==> src/rtl/det_pkg.sv <==
// ----------------------------------------------------------------------------
// det_pkg: shared types and constants of the directory entry table
// Holds the table geometry, the request and response beats, the operation
// and status codes, and the layout of one stored row.
// ----------------------------------------------------------------------------
package det_pkg;

	localparam int ENTRIES    = 128;
	localparam int NAME_BYTES = 32;

	// Port words always carry 32 name bytes; only NAME_BYTES of them are kept.
	localparam int PORT_BYTES = 32;
	localparam int PORT_W     = PORT_BYTES * 8;
	localparam int NAME_W     = NAME_BYTES * 8;
	localparam int INO_W      = 32;
	localparam int ROW_W      = INO_W + NAME_W;
	localparam int IDX_W      = (ENTRIES > 1) ? $clog2(ENTRIES) : 1;
	localparam int CNT_W      = $clog2(ENTRIES + 1);

	typedef enum logic [2:0] {
		OP_ADD     = 3'd0,
		OP_REMOVE  = 3'd1,
		OP_RENAME  = 3'd2,
		OP_BY_INO  = 3'd3,
		OP_BY_NAME = 3'd4
	} op_t;

	typedef enum logic [1:0] {
		ST_OK       = 2'd0,
		ST_INVALID  = 2'd1,
		ST_FULL     = 2'd2,
		ST_NOTFOUND = 2'd3
	} status_t;

	typedef logic [3:0][63:0] name_words_t;

	typedef struct packed {
		logic [2:0]  op;
		logic [31:0] ino;
		logic [63:0] name_w0;
		logic [63:0] name_w1;
		logic [63:0] name_w2;
		logic [63:0] name_w3;
	} req_t;

	typedef struct packed {
		status_t     status;
		logic [31:0] ino_out;
		logic [63:0] name_out_w0;
		logic [63:0] name_out_w1;
		logic [63:0] name_out_w2;
		logic [63:0] name_out_w3;
		logic [7:0]  used_count;
	} rsp_t;

	typedef struct packed {
		logic [INO_W-1:0]  ino;
		logic [NAME_W-1:0] name;
	} row_t;

endpackage

==> src/rtl/det_name_clean.sv <==
// ----------------------------------------------------------------------------
// det_name_clean: name normalizer
// Zeroes every byte from the first zero byte on, drops bytes past the name
// length, and flags a name that is empty or has no terminating zero.
// ----------------------------------------------------------------------------
module det_name_clean (
	input  det_pkg::name_words_t        raw,
	output logic [det_pkg::NAME_W-1:0]  clean,
	output logic                        valid
);

	logic [det_pkg::PORT_W-1:0]     flat;
	logic [det_pkg::NAME_BYTES-1:0] zb;
	logic [det_pkg::NAME_BYTES-1:0] seen;

	assign flat = raw;

	always_comb begin
		for (int i = 0; i < det_pkg::NAME_BYTES; i++) begin
			zb[i] = (flat[8*i +: 8] == 8'h00);
		end
		// A byte survives only if no zero byte sits at or below it.
		for (int i = 0; i < det_pkg::NAME_BYTES; i++) begin
			seen[i] = 1'b0;
			for (int j = 0; j <= i; j++) begin
				seen[i] = seen[i] | zb[j];
			end
			clean[8*i +: 8] = seen[i] ? 8'h00 : flat[8*i +: 8];
		end
		valid = !zb[0] && (|zb);
	end

endmodule

==> config.mk <==
export PLATFORM = sky130hd
export DESIGN_NAME = det_name_clean
export DESIGN_NICKNAME = d
export VERILOG_FILES = /design/src/rtl/det_pkg.sv /design/src/rtl/det_name_clean.sv
export SDC_FILE = /design/constraint.sdc
export NUM_CORES = 1
export LEC_CHECK = 0
export ABC_AREA = 1
export CORE_AREA = 2 2 199 201
export DETAILED_ROUTE_END_ITERATION = 12
export DIE_AREA = 0 0 201 203
export DONT_BUFFER_PORTS = 1
export PLACE_DENSITY_LB_ADDON = 0.05
export SETUP_SLACK_MARGIN = 0.2
export SLEW_MARGIN = 10
export SYNTH_ARGS = -nofsm -noshare
export SYNTH_HDL_FRONTEND = slang
export SYNTH_SLANG_ARGS = --single-unit
==> constraint.sdc <==
create_clock -name vclk -period 4.95
set_input_delay 0.99 -clock vclk [all_inputs]
set_output_delay 0.99 -clock vclk [all_outputs]
set_load 0.005 [all_outputs]
==> impl_metrics.csv <==
group,metric,value,unit
cells_and_area,nets,962,
placed_design,numPortBuffers,0,
die,die_x,201,µm
drt,drc,0,
clock_network,cts_resized,0,
timing,period_needed,4030,ps
timing,finalHoldViolCount,0,
timing,hold-worst-slack,1980,ps
drt,ant_nets,0,
global_route,grt_pass1_wl,27900,µm
drt,vias,4058,
global_route,grt_pass1_vias,4310,
pwr,power_frac_comb,1.000,
critical_path,start_kind,"input port",
timing,relSlewSlack,0.569,
cells_and_area,area_delta_synth_final,19.9,%
cells_and_area,diodes,0,
cells_and_area,instances_no_fill,1222,
logic_synthesis,synth_top_family_by_area,"simple AND/OR/NAND/NOR gates",
pwr,power_frac_seq,0,
global_route,grtUsageMet1,0.0765,
cells_and_area,fillers,4740,
cells_and_area,n_sequential_cell,0,
global_route,met3_usage,0.0249,
clock_network,cts_setup_buffers,0,
pwr,intPower,71.7,µW
status,status,"completed",
critical_path,required,3960,ps
logic_synthesis,synth_compound_area_frac,0.0103,
critical_path,worstPathArrival,3040,ps
critical_path,crit_path_top_delay_cell,"nor2_4",
timing,finalSetupViolCount,0,
logic_synthesis,synthTopCellsByArea,"nor2_1 37%, inv_1 33%, nand4_1 8.2%, nand2_1 5.4%, nor2_2 2.5%",
critical_path,cp_cell_sequence,"inv_1 -> nand2_1 -> nor2_1 -> nand2_2 -> nand3_4 -> nor2_4 -> nand4_4 -> nor2_4 -> nand4_1 -> nor2_1",
die,core,0.0385,mm²
cells_and_area,drive_gt1_frac,0.0554,
logic_synthesis,synth_seq_area_share,0,
logic_synthesis,synthesis.nets,969,
placed_design,dp_hpwl,19700,µm
timing,fin_crit_sh,0.815,
min_path,min_from,"raw[3]",
min_path,worstHoldPathType,"input port to primary output",
global_route,met2_usage,0.211,
global_route,grt_max_degree,12,
cells_and_area,multi_input_area,0.00198,mm²
placed_design,gp_congestion,0.825,
critical_path,critPathLaunch,"raw[1]",
critical_path,end_kind,"primary output",
logic_synthesis,syn_area_per_cell,4.26,µm²
logic_synthesis,synth_xor_area_frac,0,
global_route,gr-total-overflow,0,
logic_synthesis,synth_area,0.00304,mm²
logic_synthesis,synth_fa_ha_area_frac,0,
logic_synthesis,synth_top_area_frac,0.370,
critical_path,cp_max_fo,11,
logic_synthesis,yosysTopAreaCell,"nor2_1",
logic_synthesis,muxShareOfSynthArea,0,
timing,slew_violations,0,
logic_synthesis,yosys-top-cells-count,"299 x nor2_1, 263 x inv_1, 44 x nand2_1",
pwr,p_per_area,74.4,mW/mm²
drt,first_iter_violations,111,
logic_synthesis,synth_cells,713,
cells_and_area,nClkBuffers,0,
critical_path,cpPeakStageDelay,470,ps
die,start_util,0.0789,
clock_network,hold_buffers,0,
drt,first_pass_iters,4,
logic_synthesis,synth_warnings,0,
logic_synthesis,synth-simple-area-share,0.641,
die,die_area,0.0408,mm²
critical_path,path_class,"input port to primary output",
drt,wl,21000,µm
global_route,busiest_layer,"met2",
drt,wl_per_cell,17.2,µm
global_route,antenna_found_initial,0,
timing,worst_slew_pin_slew,640,ps
die,fp.dieH,203,µm
global_route,grtUsageTotal,0.0923,
cells_and_area,regArea,0,µm²
pwr,p_switching,199,µW
pwr,power,271,µW
die,fp-row-count,72,
timing,fmax,248,MHz
pwr,clkPwrFrac,0,
flow_run,timing.max_cap.violations,0,
placed_design,place_ws,709,ps
timing,finalWorstSetupSlack,917,ps
timing,rsz0062_at_grt,"false",
pwr,p_leak,2.32,nW
logic_synthesis,yosysMostFrequentCell,"nor2_1",
pwr,ir_worst_vdd,0.0122,mV
drt,viasPerCell,3.32,
placed_design,place_inst,1222,
logic_synthesis,ys_types,26,
timing,setup_tns,0,ps
die,io_pins,513,
pwr,switching_share,0.735,
[kinds of logic after synthesis]
group | Yosys count
compound gates | 5
simple gates | 431
buf+inv | 277
[per-layer routing]
metal	wire length [µm]	vias up
met4	341	0
li1	-	1969
met1	6350	1765
met5	0	-
met3	1820	12
met2	12500	312
[critical path, delay by kind of cell]
family,cells,cell delay [ps]
buffers and inverters,1,20
and+or+nand+nor,9,2010
[cells in the final DEF (no fill, tap or decap)]
| cell type | synthesis | final |
|---|---|---|
| nor2_1 | 299 | 299 |
| inv_1 | 263 | 263 |
| nand2_1 | 44 | 44 |
| nand4_1 | 40 | 40 |
| nor2_2 | 12 | 12 |
| nand2_2 | 8 | 8 |
| nor4_1 | 6 | 6 |
| nand3_4 | 4 | 4 |
| nand3_1 | 3 | 3 |
| nor2_4 | 3 | 3 |
| nand3_2 | 3 | 3 |
| nand4_4 | 2 | 2 |
| nor3_1 | 2 | 2 |
| nand3b_1 | 2 | 2 |
| o21ai_1 | 2 | 2 |
| inv_2 | 2 | 2 |
| buf_4 | 0 | 2 |
| or2_2 | 1 | 1 |
| o21ai_0 | 1 | 1 |
| nor3_4 | 1 | 1 |
| o21ai_2 | 1 | 1 |
| and2_1 | 1 | 1 |
| clkinv_1 | 1 | 1 |
| o21a_1 | 1 | 1 |
[through the flow]
stage | cell area (µm²) | util
floorplan | 3040 | -
global placement | 3640 | 0.0946
detailed placement | 3640 | 0.0946
CTS | 3640 | 0.0946
global route | 3640 | 0.0946
finish | 3640 | 0.0946
[path summary, 6_finish.rpt]
check	slack, ps	endpoint	cells after the start
setup / recovery	920	clean[204]	10
hold / removal	1980	clean[3]	0
[final cells by class]
type	instances	share of cell area
Inverter	266	0.274
Multi-Input combinational cell	436	0.543
Tap cell	518	0.178
Timing Repair Buffer	2	0.00413
[power by group through the flow]
stage / combinational, mW / sequential (mW) / clock [mW]
after global placement: 0.296 / 0 / 0
final: 0.271 / 0 / 0
after detailed placement: 0.283 / 0 / 0
after global routing: 0.307 / 0 / 0
after floorplan: 0.202 / 0 / 0
after CTS: 0.284 / 0 / 0
(Power assumes the default switching activity.)
